<file path="src/sv/e2q_pkg.sv">
// Shared types, constants and tables for the Euler-to-quaternion converter.
package e2q_pkg;

  localparam int CORDIC_STEPS_DEF = 16;
  localparam int MAX_STEPS = 24;
  localparam int QUEUE_DEPTH = 4;

  localparam int ZW = 32;
  localparam int TW = 18;
  localparam int QW = 32;
  localparam int MAGW = 31;
  localparam int RADW = 64;
  localparam int ROOTW = 32;
  localparam int REMW = 34;
  localparam int NUMW = 46;
  localparam int QBITS = 15;

  localparam logic signed [ZW-1:0] FRAC_PI = 32'sd843314857;
  localparam logic signed [ZW-1:0] HALF_PI = 32'sd421657428;
  localparam logic signed [ZW-1:0] X_START = 32'sd163008219;
  localparam logic [QBITS-1:0] ONE_Q14 = 15'd16384;

  typedef struct packed {
    logic signed [15:0] roll_angle;
    logic signed [15:0] pitch_angle;
    logic signed [15:0] yaw_angle;
  } angles_t;

  typedef struct packed {
    logic signed [15:0] quat_w;
    logic signed [15:0] quat_x;
    logic signed [15:0] quat_y;
    logic signed [15:0] quat_z;
  } quat_t;

  typedef struct packed {
    logic signed [ZW-1:0] z;
    logic flip;
  } hangle_t;

  typedef struct packed {
    hangle_t roll;
    hangle_t pitch;
    hangle_t yaw;
  } front_t;

  function automatic logic signed [ZW-1:0] atan_entry(input int i);
    logic signed [ZW-1:0] v;
    case (i)
      0: v = 32'sd210828714;
      1: v = 32'sd124459457;
      2: v = 32'sd65760959;
      3: v = 32'sd33381290;
      4: v = 32'sd16755422;
      5: v = 32'sd8385879;
      6: v = 32'sd4193963;
      7: v = 32'sd2097109;
      8: v = 32'sd1048571;
      9: v = 32'sd524287;
      10: v = 32'sd262144;
      11: v = 32'sd131072;
      12: v = 32'sd65536;
      13: v = 32'sd32768;
      14: v = 32'sd16384;
      15: v = 32'sd8192;
      16: v = 32'sd4096;
      17: v = 32'sd2048;
      18: v = 32'sd1024;
      19: v = 32'sd512;
      20: v = 32'sd256;
      21: v = 32'sd128;
      22: v = 32'sd64;
      23: v = 32'sd32;
      default: v = '0;
    endcase
    return v;
  endfunction

endpackage

</file>
<file path="src/sv/e2q_front.sv">
// Input register that halves each angle and folds it into the CORDIC range.
module e2q_front import e2q_pkg::*; (
  input  logic    clk,
  input  logic    rst,
  input  logic    item_valid,
  output logic    item_stall,
  input  angles_t item,
  output logic    front_valid,
  output front_t  front_data,
  input  logic    front_stall
);

  function automatic hangle_t fold(input logic signed [15:0] a);
    hangle_t h;
    logic signed [ZW-1:0] z;
    z = ZW'(a) <<< 15;
    h.flip = 1'b0;
    h.z = z;
    if (z > HALF_PI) begin
      h.z = z - FRAC_PI;
      h.flip = 1'b1;
    end else if (z < -HALF_PI) begin
      h.z = z + FRAC_PI;
      h.flip = 1'b1;
    end
    return h;
  endfunction

  assign item_stall = front_valid && front_stall;

  always_ff @(posedge clk) begin
    if (rst) begin
      front_valid <= 1'b0;
    end else if (item_valid && !item_stall) begin
      front_valid <= 1'b1;
    end else if (!front_stall) begin
      front_valid <= 1'b0;
    end
  end

  always_ff @(posedge clk) begin
    if (item_valid && !item_stall) begin
      front_data.roll <= fold(item.roll_angle);
      front_data.pitch <= fold(item.pitch_angle);
      front_data.yaw <= fold(item.yaw_angle);
    end
  end

endmodule

</file>
<file path="config.mk">
export PLATFORM = sky130hd
export DESIGN_NAME = e2q_front
export DESIGN_NICKNAME = d
export VERILOG_FILES = /design/src/sv/e2q_pkg.sv /design/src/sv/e2q_front.sv
export SDC_FILE = /design/constraint.sdc
export NUM_CORES = 1
export LEC_CHECK = 0
export BUFFER_PORTS_ARGS = -buffer_cell sky130_fd_sc_hd__buf_2
export CAP_MARGIN = 40
export CORE_MARGIN = 4
export CORE_UTILIZATION = 54
export DETAILED_ROUTE_END_ITERATION = 8
export PLACE_DENSITY = 0.95
export SYNTH_ARGS = -nofsm -noshare
export SYNTH_HDL_FRONTEND = slang
export SYNTH_SLANG_ARGS = --single-unit
</file>
<file path="constraint.sdc">
create_clock -name clk -period 6.1 [get_ports clk]
set_input_delay 0.61 -clock clk [delete_from_list [all_inputs] [get_ports clk]]
set_output_delay 0.61 -clock clk [all_outputs]
set_load 0.01 [all_outputs]
</file>
==> results summary <==
The run finished with clean final reports. The deepest clock path buffer count is 2. Dividing the synthesized area by the synthesized cell count gives approximately 10 sq um.

For this run, the leading register cell type out of synthesis is sky130_fd_sc_hd__edfxtp_1. Summed over all layers, the global routing overflow is 0. For the worst-skew pair, the clock arrives at the later sink with an insertion delay of approximately 340 ps. The number of filler cells placed in the layout came out at ~580.

The height of the chip came out at 96.4 um. The floorplan step defined a die boundary enclosing 9300 sq um. Counting flops with an async set or reset pin after synthesis yields a share of 0. The antenna diode count came out at 0.

Buffers inserted during clock tree synthesis total 9. The sequential fraction of the synthesis area came out at 0.431. The worst clock skew is roughly 7 ps. Summed over all layers, the routed wires come to 9880 um. The flip-flop and latch count after synthesis came out at roughly 60.

The floorplan core area is 7410 sq um. The remaining number of nets flagged by the antenna check after routing came out at 0. The largest net degree at the start of global routing came out at 61.

The remaining design rule violation count came out at 0. The total number of vias is about 3,500. The final number of max-transition violations is 0.

The wire-length estimate of the detail-placed layout is ~7300 um. The number of antenna violations at the first check in global routing came out at 0. The number of H-tree levels came out at 3. The areal power density over the cells is 241 nW/um^2. The tightest min-delay check is of the in2reg type. The worst reg2reg path depth is 3.

The critical path starts at item[29]. The first global-routing pass estimated 15,400 um of wire. The number of synthesis warnings is 0. The worst max-slew margin expressed relative to the limit came out at 0.490. Based on the critical path, the design can be clocked at up to 402 MHz. The number of I/O port buffers came out at about 150.

The total global routing track utilization came out at 0.214. In the final routed layout, each cell accounts on average for between 15 and 20 um. Setup repair after global routing left no endpoint under its margin. The multi-input combinational cells in the finished layout cover a total of 1880 sq um. The final RePlAce weighted congestion came out at between 0.8 and 0.9.

The capturing instance or port of the critical path is front_data[54]. The area taken by flip-flops and latches came out at ~1800 sq um. The number of instances in the synthesized netlist is between 400 and 500. STA classifies the critical path endpoint as a flip-flop. The sum of negative setup slack came out at 0 ps. The count of placed standard cells including taps is ~600. The path type of the worst setup path is in2reg. The clock-pin slew on the worst setup and hold paths came out at 70 ps.

The starting density of the core came out at 0.570. The first-iteration detailed-routing DRC count came out at slightly below 200. The via count of the first global-routing pass is approximately 3,200. The number of enable-type register cells in the synthesized netlist came out at 60. 153 I/O pins were placed. Of the cells placed in the final design, the portion with a size suffix greater than 1 is 0.353. The number of sinks on the clock net is approximately 60. The worst setup path is launched from a primary input. The number of setup buffers added after CTS is 0.

The final net count is between 500 and 600. The routed via count divided by cell count came out at between 5 and 6. The number of nets in the synthesized netlist is ~480. The cell area after synthesis is 4220 sq um.

The reported leakage power came out at around 2.1 nW. The number of gates given a new drive strength after cts came out at 0. Across the run, the number of max-cap violations was 0. Once layout is done, the placed cells without fillers occupy 4890 sq um.

Data on the critical path arrives at its endpoint at about 2600 ps. The library cell used most frequently in the layout, excluding fill and tap cells, is sky130_fd_sc_hd__buf_2. The transition time of the tightest slew-check pin came out at 765 ps.

The number of standard cells in the layout, taps in and fillers out is about 620. The number of iterations in the first detailed-routing pass is 5. In this run the critical register-to-register path is launched from front_valid. The required time of the critical path is between 6000 and 7000 ps. In this run the critical register-to-register path is captured at front_data[95].

Across all register-to-register paths, the minimum setup slack is between 4000 and 5000 ps. The post-placement cell area is 4680 sq um. The number of failing hold endpoints at the final stage came out at 0.

In this run, post-CTS hold repair placed 0 buffers. The maximum ir drop on the vdd rail came out at between 0.1 and 0.15 mV. The portion of the clock cycle consumed by the worst path in the final layout came out at 0.408.

The root cell of the clock tree is sky130_fd_sc_hd__clkbuf_8. The minimum period implied by the final worst setup slack is ~2500 ps. The setup-violating endpoint count in the final report came out at 0. The number of different library cells used by synthesis comes to 70.

The standard-cell row count is 31. The maximum fanout along the worst path is 17. The library cells used most frequently in the layout, excluding fill and tap cells, are 152 x sky130_fd_sc_hd__buf_2, 60 x sky130_fd_sc_hd__edfxtp_1, 33 x sky130_fd_sc_hd__nand2_1. The relative area change from synthesis to final layout came out at 15.8%. TritonCTS built the clock tree. The die width came out at 96.4 um.
[cell usage after synthesis, types with 3 or more instances]
| master | count | area [sq um] |
|---|---|---|
| sky130_fd_sc_hd__nand2b_1 | 4 | 25.0 |
| sky130_fd_sc_hd__buf_2 | 10 | 50.1 |
| sky130_fd_sc_hd__nand4_1 | 4 | 25.0 |
| sky130_fd_sc_hd__edfxtp_1 | 60 | 1800 |
| sky130_fd_sc_hd__nor3b_1 | 3 | 22.5 |
| sky130_fd_sc_hd__a211o_1 | 4 | 35.0 |
| sky130_fd_sc_hd__nor2b_1 | 5 | 31.3 |
| sky130_fd_sc_hd__o22ai_1 | 8 | 50.1 |
| sky130_fd_sc_hd__nand2_1 | 33 | 124 |
| sky130_fd_sc_hd__clkbuf_1 | 20 | 75.1 |
| sky130_fd_sc_hd__a21oi_1 | 13 | 65.1 |
| sky130_fd_sc_hd__buf_4 | 39 | 293 |
| sky130_fd_sc_hd__xor2_1 | 19 | 166 |
| sky130_fd_sc_hd__o41a_1 | 3 | 33.8 |
| sky130_fd_sc_hd__o21bai_1 | 3 | 22.5 |
| sky130_fd_sc_hd__nor3_1 | 9 | 45.0 |
| sky130_fd_sc_hd__o32ai_1 | 4 | 35.0 |
| sky130_fd_sc_hd__o211ai_1 | 4 | 30.0 |
| sky130_fd_sc_hd__inv_1 | 22 | 82.6 |
| sky130_fd_sc_hd__and3_1 | 4 | 25.0 |
| sky130_fd_sc_hd__xnor2_1 | 22 | 193 |
| sky130_fd_sc_hd__a22oi_1 | 3 | 22.5 |
| sky130_fd_sc_hd__nand3_1 | 6 | 30.0 |
| sky130_fd_sc_hd__o31a_1 | 3 | 26.3 |
| sky130_fd_sc_hd__ha_1 | 12 | 150 |
| sky130_fd_sc_hd__or3_1 | 4 | 25.0 |
| sky130_fd_sc_hd__a32oi_1 | 4 | 35.0 |
| sky130_fd_sc_hd__a31oi_1 | 10 | 62.6 |
| sky130_fd_sc_hd__nor2_1 | 20 | 75.1 |
| sky130_fd_sc_hd__o21ai_0 | 14 | 70.1 |
[per-layer routing]
metal	global-route usage	routed length, um	vias to the layer above
met2	0.378	5070	195
met1	0.265	3700	1650
met3	0.0325	965	12
met5	0	0	-
met4	0.0724	143	0
li1	-	-	1675
[stage by stage]
step	power [mW]	hold slack, ps	setup WS (ps)	utilization
2_1_floorplan	0.719	680	2120	-
5_1_grt	1.23	405	3450	0.661
4_1_cts	1.18	410	3640	0.661
6_report	1.18	419	3610	0.661
3_3_place_gp	0.783	629	3340	0.632
3_5_place_dp	0.792	652	3290	0.632
[where the power goes]
| group | total (mW) | internal [mW] | switching, mW |
|---|---|---|---|
| sequential | 0.523 | 0.511 | 0.0123 |
| combinational | 0.261 | 0.102 | 0.159 |
| clock | 0.396 | 0.230 | 0.166 |
[area by class of cell]
type	instances	share of cell area
clock buffer	10	0.0261
clock inverter	6	0.0176
inverter	23	0.0176
multi-input combinational	263	0.384
sequential	61	0.372
tap	99	0.0253
timing repair buffer	153	0.157
[registers in the layout, indices dropped and copies added (netlist names)]
signal,flops
front_data,60
front_valid,1
[worst max-delay path: stages]
cell and delay (ps):
sky130_fd_sc_hd__buf_2 150, sky130_fd_sc_hd__nand4bb_1 180, sky130_fd_sc_hd__or3_1 380, sky130_fd_sc_hd__o211ai_2 590, sky130_fd_sc_hd__inv_1 200, sky130_fd_sc_hd__a32o_1 320
sky130_fd_sc_hd__xor2_1 140
[cells by family after synthesis]
family | count (synthesis) | synth area share
AND/OR/NAND/NOR | 108 | 0.134
AO/OA/AOI/OAI | 100 | 0.184
buffers and inverters | 95 | 0.126
flip-flops | 61 | 0.431
XOR/XNOR | 41 | 0.0850
adder cells (fa/ha/maj) | 12 | 0.0355
multiplexers | 2 | 0.00474
[how the worst min path moves through the flow]
stage	start	endpoint	slack, ps	depth (start not counted)
after floorplan	front_valid	front_valid	680	3
after global placement	front_valid	front_valid	630	3
after detailed placement	front_valid	front_valid	650	3
after CTS	rst	front_valid	410	2
after global routing	rst	front_valid	410	2
final	rst	front_valid	420	2
(Power assumes the default switching activity.)
