`config.mk`:
```
export PLATFORM = sky130hd
export DESIGN_NAME = e2q_fifo
export DESIGN_NICKNAME = d
export VERILOG_FILES = /design/src/sv/e2q_fifo.sv
export SDC_FILE = /design/constraint.sdc
export NUM_CORES = 1
export LEC_CHECK = 0
export ABC_AREA = 0
export BUFFER_PORTS_ARGS = -buffer_cell sky130_fd_sc_hd__buf_2
export CORE_MARGIN = 1.5
export CORE_UTILIZATION = 50
export DETAILED_ROUTE_END_ITERATION = 8
export PLACE_DENSITY_LB_ADDON = 0.25
export SYNTH_ARGS = -nofsm -noshare
export SYNTH_HDL_FRONTEND = slang
export SYNTH_SLANG_ARGS = --single-unit
```
`constraint.sdc`:
```
create_clock -name clk -period 2.15 [get_ports clk]
set_input_delay 0.3225 -clock clk [delete_from_list [all_inputs] [get_ports clk]]
set_output_delay 0.3225 -clock clk [all_outputs]
set_load 0.01 [all_outputs]
```
`src/sv/e2q_fifo.sv`:
```
// Short queue between the front register and the arithmetic pipeline.
module e2q_fifo #(
  parameter int WIDTH = 8,
  parameter int DEPTH = 4
) (
  input  logic             clk,
  input  logic             rst,
  input  logic             push,
  input  logic [WIDTH-1:0] push_data,
  input  logic             pop,
  output logic [WIDTH-1:0] pop_data,
  output logic             full,
  output logic             empty
);

  localparam int AW = $clog2(DEPTH);
  localparam int CNTW = $clog2(DEPTH + 1);

  logic [WIDTH-1:0] mem [DEPTH];
  logic [AW-1:0] wr_ptr;
  logic [AW-1:0] rd_ptr;
  logic [CNTW-1:0] count;

  assign full = (count == CNTW'(DEPTH));
  assign empty = (count == '0);
  assign pop_data = mem[rd_ptr];

  always_ff @(posedge clk) begin
    if (rst) begin
      wr_ptr <= '0;
      rd_ptr <= '0;
      count <= '0;
    end else begin
      if (push) begin
        wr_ptr <= (wr_ptr == AW'(DEPTH - 1)) ? '0 : wr_ptr + 1'b1;
      end
      if (pop) begin
        rd_ptr <= (rd_ptr == AW'(DEPTH - 1)) ? '0 : rd_ptr + 1'b1;
      end
      if (push && !pop) begin
        count <= count + 1'b1;
      end else if (pop && !push) begin
        count <= count - 1'b1;
      end
    end
  end

  always_ff @(posedge clk) begin
    if (push) begin
      mem[wr_ptr] <= push_data;
    end
  end

endmodule

```
==> results.py, run 1 <==
metrics = {
    "run_status": {
        "status": "completed",
    },
    "yosys": {
        "ys_ff_latch": 41,
        "synth_top_cell_area_share": 0.601,
        "syn-mean-instance-area_um2": 18.6,
        "ys_warn_count": 0,
        "ys_types": 17,
        "synth_area_leaders": "edfxtp_1, dfxtp_1, mux4_2",
        "ys_seq_area_frac": 0.714,
        "synth_area_um2": 1600,
        "synth_top_cell_by_area": "edfxtp_1",
        "syn_inst": 86,
        "syn_nets": 105,
    },
    "critical_path": {
        "cp_top_family": "multiplexers",
        "path_buf_inv": 2,
        "path_max_fanout": 8,
        "path_class": "flop to output port",
        "cp-start-kind": "flop",
        "cp_slowest_stage_delay_ns": 0.53,
        "required_ns": 1.83,
        "crit_path_cell_trace": "buf_4, mux4_2, buf_2",
        "endpoint_kind": "output port",
        "crit_arrival_ns": 1.56,
        "critPathSlowestCell": "mux4_2",
    },
    "grt": {
        "overflow": 0,
        "grt_pass1_vias": 747,
        "grt_start_max_net_pins": 14,
        "track_usage": 0.152,
        "grt_pass1_wl_um": 3590,
        "antenna_found_initial": 0,
    },
    "timing": {
        "worst_pin_slew_ns": 0.442,
        "max_slew_margin": 0.705,
        "slew_viol_final": 0,
        "grt_setup_unrepaired": "no",
        "setup_viol": 0,
        "min_period_ns": 1.88,
        "finalCritPeriodShare": 0.874,
        "fmax_mhz": 532,
        "fin_skew_ns": 0.0120,
        "finalHoldViolations": 0,
        "tns_ns": 0,
    },
    "cts": {
        "clk_pin_slew_ns": 0.12,
        "cts_max_path_buffers": 2,
        "htreeDepth": 2,
        "ctsHoldBuffers": 0,
        "cts_tree": "done",
        "cts_setup_buffers": 0,
        "post_cts_resized": 0,
        "root_buffer": "clkbuf_4",
        "clock_latency_ns": 0.34,
        "cts_buffers": 5,
        "cts_sinks": 41,
    },
    "power": {
        "p_seq_frac": 0.632,
        "max-vdd-ir-drop_mv": 0.512,
        "swShare": 0.241,
        "intPower_w": 0.00111,
        "p_sw_w": 0.000355,
        "power-per-cell-area_nw_per_um2": 815,
        "p_leak_nw": 0.674,
        "comb_power_share": 0.122,
        "clockPowerShare": 0.246,
    },
    "flow_run": {
        "max_cap_violations": 0,
    },
    "layout": {
        "most-common-layout-cells": "edfxtp_1, buf_2, dfxtp_1",
        "antenna_cells": 0,
        "syn_to_final_growth_pct": 12.8,
        "post_layout_nonfiller_instances": 158,
        "nFillCells": 260,
        "fin_nets": 132,
        "drive_gt1_frac": 0.333,
        "layout_commonest_cell": "edfxtp_1",
    },
    "drt": {
        "vias_per_cell": 4.91,
        "dr.first_iter.drc_count": 34,
        "routed_wl_um": 2280,
        "met1_length_um": 1040,
        "vias": 775,
        "drt_pass1_iterations": 4,
        "post_drt_wl_per_cell_um": 14.4,
        "ant_nets": 0,
        "wl_met3_um": 115,
        "post-route-drc-count": 0,
        "dr_wl_met2_um": 1100,
        "topRoutingLayerUsed": "met4",
    },
    "floorplanning": {
        "die_y_um": 59.5,
        "die-area_um2": 3540,
        "io_pins": 22,
        "die_w_um": 59.5,
        "core_area_um2": 3050,
        "std_cell_rows": 20,
        "start_util": 0.523,
    },
    "placement": {
        "port_buffers": 21,
        "gp_congestion": 0.640,
        "dp.cells": 150,
    },
    "hold_path": {
        "min_path_type": "input port to flop",
    },
}
## cell usage after synthesis
library cell	count
nor3b_1	2
mux4_2	8
nor2_1	7
fa_1	1
and2_1	4
xor2_1	2
edfxtp_1	32
inv_1	4
mux2i_1	4
ha_1	6
or3_1	1
a21oi_1	2
buf_6	1
dfxtp_1	9
o21ai_0	1
clkbuf_2	1
nor3_1	1
## power groups by stage
| stage | combinational [W] | clock [W] | sequential, W |
|---|---|---|---|
| 3_3_place_gp | 0.000178 | 0 | 0.000944 |
| 4_1_cts | 0.000182 | 0.000373 | 0.000930 |
| 3_5_place_dp | 0.000181 | 0 | 0.000948 |
| 6_report | 0.000179 | 0.000362 | 0.000929 |
| 5_1_grt | 0.000202 | 0.000400 | 0.000936 |
| 2_1_floorplan | 0.000124 | 0 | 0.000937 |
## layer usage
| metal | track usage | vias to the layer above |
|---|---|---|
| met4 | 0.0667 | 0 |
| li1 | - | 382 |
| met1 | 0.193 | 370 |
| met3 | 0.0611 | 4 |
| met2 | 0.232 | 19 |
| met5 | 0 | - |
## worst paths after layout
kind,end,depth (start not counted),start,slack [ns]
worst max-delay path,pop_data[6],3,flop,0.27
worst min-delay path,mem[3][1]$_DFFE_PP_,1,push_data[1],0.19
worst max register to register,count[2]$_SDFFE_PP0P_,4,count[0]$_SDFFE_PP0P_,0.67
worst min register to register,count[2]$_SDFFE_PP0P_,2,count[2]$_SDFFE_PP0P_,0.52
## per-stage QoR
step	power, W	cell area (µm²)	setup WS [ns]	hold slack [ns]	util
2_1_floorplan	0.00106	1600	0.566	0.392	-
6_report	0.00147	1800	0.270	0.192	0.591
3_3_place_gp	0.00112	1750	0.413	0.484	0.573
5_1_grt	0.00154	1800	0.188	0.173	0.591
4_1_cts	0.00148	1800	0.236	0.181	0.591
3_5_place_dp	0.00113	1750	0.361	0.507	0.573
## kinds of logic (layout without fill, tap and decap cells)
| logic type | Yosys count | in the layout | synth area share |
|---|---|---|---|
| buf+inv | 6 | 34 | 0.0196 |
| fa+ha+maj | 7 | 7 | 0.0595 |
| simple gates | 15 | 15 | 0.0485 |
| compound gates | 3 | 3 | 0.00939 |
| xor+xnor | 2 | 2 | 0.0110 |
| mux | 12 | 12 | 0.138 |
| flops | 41 | 41 | 0.714 |
## state kept, by name (all words and copies together), names as in the netlist, named ones only
register and cells:
count 3, mem 32, wr_ptr 2, rd_ptr 2
## final cells by class
class | count | area, µm² | share of cell area
Sequential cell | 41 | 1140 | 0.633
Multi-Input combinational cell | 39 | 425 | 0.236
Clock inverter | 3 | 16.3 | 0.00902
Timing Repair Buffer | 22 | 113 | 0.0625
Tap cell | 44 | 55.1 | 0.0305
Clock buffer | 5 | 37.5 | 0.0208
Inverter | 4 | 15.0 | 0.00833
(Power assumes the default switching activity.)
==> run 2, diff against run 1 <==
--- a/config.mk
+++ b/config.mk
@@ -10,6 +10,7 @@
 export CORE_MARGIN = 1.5
 export CORE_UTILIZATION = 50
 export DETAILED_ROUTE_END_ITERATION = 8
+export GPL_TIMING_DRIVEN = 0
 export PLACE_DENSITY_LB_ADDON = 0.25
 export SYNTH_ARGS = -nofsm -noshare
 export SYNTH_HDL_FRONTEND = slang
==> run 2 against run 1 <==
Net effect: maximum frequency grew 3.0%; sequential share of layout area is 0.48 points lower; global-route usage grew 0.83 points; combinational power grew 4%.
==> results.py, run 2 (same netlist as run 1, synthesis figures left out) <==
metrics = {
    "run_status": {
        "status": "completed",
    },
    "placement": {
        "dp.cells": 151,
        "port_buffers": 21,
        "pre_cts_slack_ns": 0.328,
        "gp_congestion": 0.673,
    },
    "power": {
        "swShare": 0.226,
        "p_leak_nw": 0.677,
        "comb_power_share": 0.125,
        "p_seq_frac": 0.620,
        "p_sw_w": 0.000338,
        "power-per-cell-area_nw_per_um2": 820,
        "clockPowerShare": 0.255,
        "intPower_w": 0.00115,
        "max-vdd-ir-drop_mv": 0.541,
    },
    "drt": {
        "post-route-drc-count": 0,
        "vias": 799,
        "ant_nets": 0,
        "routed_wl_um": 2280,
        "drt_pass1_iterations": 4,
        "dr.first_iter.drc_count": 29,
        "post_drt_wl_per_cell_um": 14.3,
        "vias_per_cell": 5.03,
    },
    "hold_path": {
        "whs_path_depth": 1,
        "min_path_type": "input port to flop",
    },
    "critical_path": {
        "required_ns": 1.83,
        "endpoint_kind": "output port",
        "r2r_cells": 4,
        "cp-start-kind": "flop",
        "crit_arrival_ns": 1.50,
        "path_max_fanout": 8,
        "path_class": "flop to output port",
    },
    "timing": {
        "finalHoldViolations": 0,
        "fin_ws_ns": 0.325,
        "tns_ns": 0,
        "grt_setup_unrepaired": "no",
        "min_period_ns": 1.83,
        "setup_viol": 0,
        "fin_skew_ns": 0.00826,
        "max_slew_margin": 0.715,
        "slew_viol_final": 0,
        "finalCritPeriodShare": 0.849,
        "fmax_mhz": 548,
        "worst_pin_slew_ns": 0.428,
    },
    "cts": {
        "cts_setup_buffers": 0,
        "htreeDepth": 2,
        "ctsHoldBuffers": 0,
        "root_buffer": "clkbuf_4",
        "cts_sinks": 41,
        "cts_tree": "done",
        "cts_buffers": 5,
        "post_cts_resized": 0,
        "cts_max_path_buffers": 2,
        "clk_pin_slew_ns": 0.11,
        "clock_latency_ns": 0.34,
    },
    "grt": {
        "overflow": 0,
        "grt_start_max_net_pins": 13,
        "grt_pass1_wl_um": 3880,
        "track_usage": 0.160,
        "antenna_found_initial": 0,
        "grt_pass1_vias": 850,
    },
    "layout": {
        "multiInputGateArea_um2": 425,
        "largest_register_ffs": 32,
        "antenna_cells": 0,
        "nFillCells": 256,
        "most-common-layout-cells": "edfxtp_1, buf_2, dfxtp_1",
        "max_flop_register": "mem",
        "fin_nets": 133,
        "drive_gt1_frac": 0.322,
        "top_regs": "mem x32, count x3",
        "seq_area_um2": 1140,
        "post_layout_nonfiller_instances": 159,
        "layout_commonest_cell": "edfxtp_1",
        "syn_to_final_growth_pct": 13.7,
    },
    "floorplanning": {
        "std_cell_rows": 20,
        "start_util": 0.523,
        "die_w_um": 59.5,
        "core_area_um2": 3050,
        "die-area_um2": 3540,
        "io_pins": 22,
        "die_y_um": 59.5,
    },
    "flow_run": {
        "max_cap_violations": 0,
    },
}
-- run 2: final cells by class --
cell class / count / area share
inverters: 4 / 0.00826
repair buffers: 21 / 0.0579
clock buffers: 8 / 0.0324
well taps: 44 / 0.0303
plain buffers: 2 / 0.00895
multi-input cells: 39 / 0.234
flip-flops and latches: 41 / 0.628
-- run 2: path summary, 6_finish.rpt --
| check | start | end | slack [ns] |
|---|---|---|---|
| hold / removal | push_data[4] | mem[2][4]$_DFFE_PP_ | 0.19 |
| setup / recovery | flop | pop_data[0] | 0.32 |
| setup reg to reg | count[0]$_SDFFE_PP0P_ | count[2]$_SDFFE_PP0P_ | 0.67 |
| hold reg to reg | count[2]$_SDFFE_PP0P_ | count[2]$_SDFFE_PP0P_ | 0.51 |
-- run 2: power by group through the flow --
stage / registers, W / clock network, W / logic, W
2_1_floorplan: 0.000937 / 0 / 0.000124
3_3_place_gp: 0.000939 / 0 / 0.000182
3_5_place_dp: 0.000943 / 0 / 0.000190
4_1_cts: 0.000925 / 0.000393 / 0.000191
5_1_grt: 0.000931 / 0.000424 / 0.000209
6_report: 0.000924 / 0.000380 / 0.000186
-- run 2: stage by stage --
step | utilization | hold WS [ns] | area, µm² | power, W
3_3_place_gp | 0.576 | 0.479 | 1760 | 0.00112
6_report | 0.595 | 0.194 | 1820 | 0.00149
2_1_floorplan | - | 0.392 | 1600 | 0.00106
4_1_cts | 0.595 | 0.175 | 1820 | 0.00151
3_5_place_dp | 0.576 | 0.490 | 1760 | 0.00113
5_1_grt | 0.595 | 0.171 | 1820 | 0.00156
-- run 2: critical path: stages (launching register included) --
cell and delay (ns):
dfxtp_1 0.34, buf_6 0.16, mux4_2 0.51, buf_2 0.15
-- run 2: routing by layer --
| layer | up-vias | GRT usage | routed length [µm] |
|---|---|---|---|
| met5 | - | 0 | 0 |
| met4 | 0 | 0.0667 | 40 |
| met3 | 6 | 0.0655 | 104 |
| met2 | 18 | 0.276 | 1180 |
| met1 | 391 | 0.174 | 953 |
| li1 | 384 | - | - |
==> run 3, diff against run 2 <==
--- a/config.mk
+++ b/config.mk
@@ -5,7 +5,7 @@
 export SDC_FILE = /design/constraint.sdc
 export NUM_CORES = 1
 export LEC_CHECK = 0
-export ABC_AREA = 0
+export ABC_AREA = 1
 export BUFFER_PORTS_ARGS = -buffer_cell sky130_fd_sc_hd__buf_2
 export CORE_MARGIN = 1.5
 export CORE_UTILIZATION = 50
==> constraint.sdc (replaced) <==
create_clock -name clk -period 1.5 [get_ports clk]
set_input_delay 0.225 -clock clk [delete_from_list [all_inputs] [get_ports clk]]
set_output_delay 0.225 -clock clk [all_outputs]
set_load 0.01 [all_outputs]
==> run 3 against run 2 <==
Net effect: the run now ends with setup timing left; power increased by 54%; largest cell class unchanged; final cell count rose by 35%; clock power grew 62%; via count grew 38%; global-route usage rose by 2.6 points; flip-flop and latch count unchanged; critical path type unchanged; worst setup slack got worse by 0.44 ns.
==> results.py, run 3 <==
metrics = {
    "run_status": {
        "status": "complete, but fails checks",
        "violations": "setup timing",
    },
    "power": {
        "max-vdd-ir-drop_mv": 0.618,
        "finalPower_w": 0.00230,
        "power-per-cell-area_nw_per_um2": 1130,
        "p_leak_nw": 0.823,
    },
    "floorplanning": {
        "die_y_um": 60.5,
        "core_area_um2": 3100,
        "start_util": 0.532,
        "io_pins": 22,
        "std_cell_rows": 20,
        "die-area_um2": 3660,
        "die_w_um": 60.5,
    },
    "drt": {
        "post_drt_wl_per_cell_um": 14.2,
        "vias": 1104,
        "post-route-drc-count": 0,
        "routed_wl_um": 3040,
        "drt_pass1_iterations": 4,
        "vias_per_cell": 5.16,
        "dr.first_iter.drc_count": 46,
        "ant_nets": 0,
    },
    "timing": {
        "fin_ws_ns": -0.111,
        "fmax_mhz": 621,
        "worst_pin_slew_ns": 0.393,
        "min_period_ns": 1.61,
        "slew_viol_final": 0,
        "setup_viol": 8,
        "max_slew_margin": 0.738,
        "finalHoldViolations": 0,
        "fin_skew_ns": 0.0116,
        "finalCritPeriodShare": 1.07,
        "whs_ns": 0.0895,
        "grt_setup_unrepaired": "yes",
    },
    "layout": {
        "largest_register_ffs": 32,
        "drive_gt1_frac": 0.300,
        "most-common-layout-cells": "edfxtp_1, buf_2, nor2_1",
        "seq_area_um2": 1150,
        "antenna_cells": 0,
        "fin_nets": 188,
        "top_regs": "mem x32, count x3",
        "layout_commonest_cell": "edfxtp_1",
        "max_flop_register": "mem",
        "nFillCells": 237,
        "fin_util": 0.655,
        "syn_to_final_growth_pct": 23.0,
        "multiInputGateArea_um2": 459,
        "post_layout_nonfiller_instances": 214,
    },
    "placement": {
        "port_buffers": 21,
        "dpl.hpwl_um": 2000,
        "dp.cells": 200,
        "gp_congestion": 0.799,
    },
    "grt": {
        "grt_start_max_net_pins": 14,
        "track_usage": 0.187,
        "antenna_found_initial": 0,
        "grt_pass1_wl_um": 4660,
        "grt_pass1_vias": 1066,
        "overflow": 0,
    },
    "yosys": {
        "ys_warn_count": 0,
        "ys_types": 19,
        "syn_nets": 154,
        "async_flop_share": 0,
        "ys_ff_latch": 41,
        "synth_top_flop_cell": "edfxtp_1",
        "synth_most_common_cell": "edfxtp_1",
        "synth_top_cell_by_area": "edfxtp_1",
        "synth_edf_count": 32,
        "synth_top_cell_area_share": 0.582,
        "synth_area_leaders": "edfxtp_1, dfxtp_1, nor2_1",
        "synth_common_cells": "edfxtp_1, nor2_1, inv_1, o21ai_0, dfxtp_1",
        "syn_inst": 135,
        "syn-mean-instance-area_um2": 12.2,
        "synth_area_um2": 1650,
        "ys_seq_area_frac": 0.691,
    },
    "critical_path": {
        "endpoint_kind": "output port",
        "path_max_fanout": 5,
        "required_ns": 1.27,
        "path_class": "flop to output port",
        "cp-start-kind": "flop",
        "crit_arrival_ns": 1.39,
    },
    "cts": {
        "cts_buffers": 5,
        "cts_sinks": 41,
        "cts_tree": "done",
        "clock_latency_ns": 0.34,
        "clk_pin_slew_ns": 0.12,
        "root_buffer": "clkbuf_4",
        "htreeDepth": 2,
        "cts_max_path_buffers": 2,
    },
    "hold_path": {
        "min_path_type": "input port to flop",
    },
    "flow_run": {
        "max_cap_violations": 0,
    },
}
-- run 3: cell types whose count changed in the layout (fill, tap and decap cells not counted), moves of 3 or more --
cell     previous run  this run
o21ai_0             1         8
nor2_2              0         4
and2_1              4         0
mux2i_1             4         0
o22ai_1             0         8
buf_6               1         4
inv_1               4        14
o21ai_1             0         6
nand2_1             0         8
o21ai_2             0         5
mux4_2              8         0
nor3_1              1         4
nor2_1              7        18
-- run 3: where the power goes --
part	total, W	switching (W)	internal [W]
clock	0.000615	0.000332	0.000283
combinational	0.000351	0.000191	0.000160
sequential	0.00133	0.0000456	0.00129
total	0.00230	0.000569	0.00173
-- run 3: cell families (layout without fill, tap and decap cells) --
group	Yosys count	count (layout)	share of synthesized area
AND/OR/NAND/NOR	38	38	0.0947
flip-flops	41	41	0.691
AO/OA/AOI/OAI	30	30	0.102
adder cells (fa/ha/maj)	7	7	0.0576
XOR/XNOR	1	1	0.00530
buffers and inverters	18	53	0.0500
-- run 3: what timing repair did --
item,4_1_cts,5_1_grt
gates cloned,2,0
endpoints found under the setup margin,8,8
pin swaps,8,5
buffers inserted,4,0
hold buffers,0,0
gates resized for setup,28,2
-- run 3: worst paths after layout --
| kind | cells past startpoint | endpoint | slack, ns | start |
|---|---|---|---|---|
| hold / removal | 1 | mem[3][4]$_DFFE_PP_ | 0.09 | push_data[4] |
| setup / recovery | 5 | pop_data[3] | -0.11 | flop |
| setup reg to reg | 4 | mem[2][3]$_DFFE_PP_ | 0.21 | wr_ptr[0]$_SDFFE_PP0P_ |
| hold reg to reg | 2 | wr_ptr[1]$_SDFFE_PP0P_ | 0.55 | wr_ptr[1]$_SDFFE_PP0P_ |
-- run 3: critical path, cell delays in order, from the launching register on --
cell,delay (ns)
dfxtp_4,0.41
buf_6,0.14
buf_8,0.12
nor2_1,0.05
o22ai_1,0.16
buf_2,0.17
-- run 3: final cells by class --
cell class / instances / share of cell area
multi-input combinational: 76 / 0.226
inverter: 16 / 0.0320
sequential: 41 / 0.564
clock inverter: 1 / 0.00246
buffer: 2 / 0.0148
timing repair buffer: 27 / 0.101
clock buffer: 7 / 0.0326
tap: 44 / 0.0271
-- run 3: metal layers --
metal,GRT usage,vias up,share of wire
li1,-,544,-
met1,0.213,523,0.41
met2,0.323,31,0.53
met3,0.0448,6,0.046
met4,0.106,0,0.013
met5,0,-,0
-- run 3: metrics by stage --
stage / setup WS, ns / instance area (µm²) / TNS (ns)
2_1_floorplan: 0.224 / 1650 / 0
3_3_place_gp: 0.0530 / 1810 / 0
3_5_place_dp: 0.0126 / 1810 / 0
4_1_cts: -0.0855 / 2020 / -0.547
5_1_grt: -0.183 / 2030 / -1.03
6_report: -0.111 / 2030 / -0.504
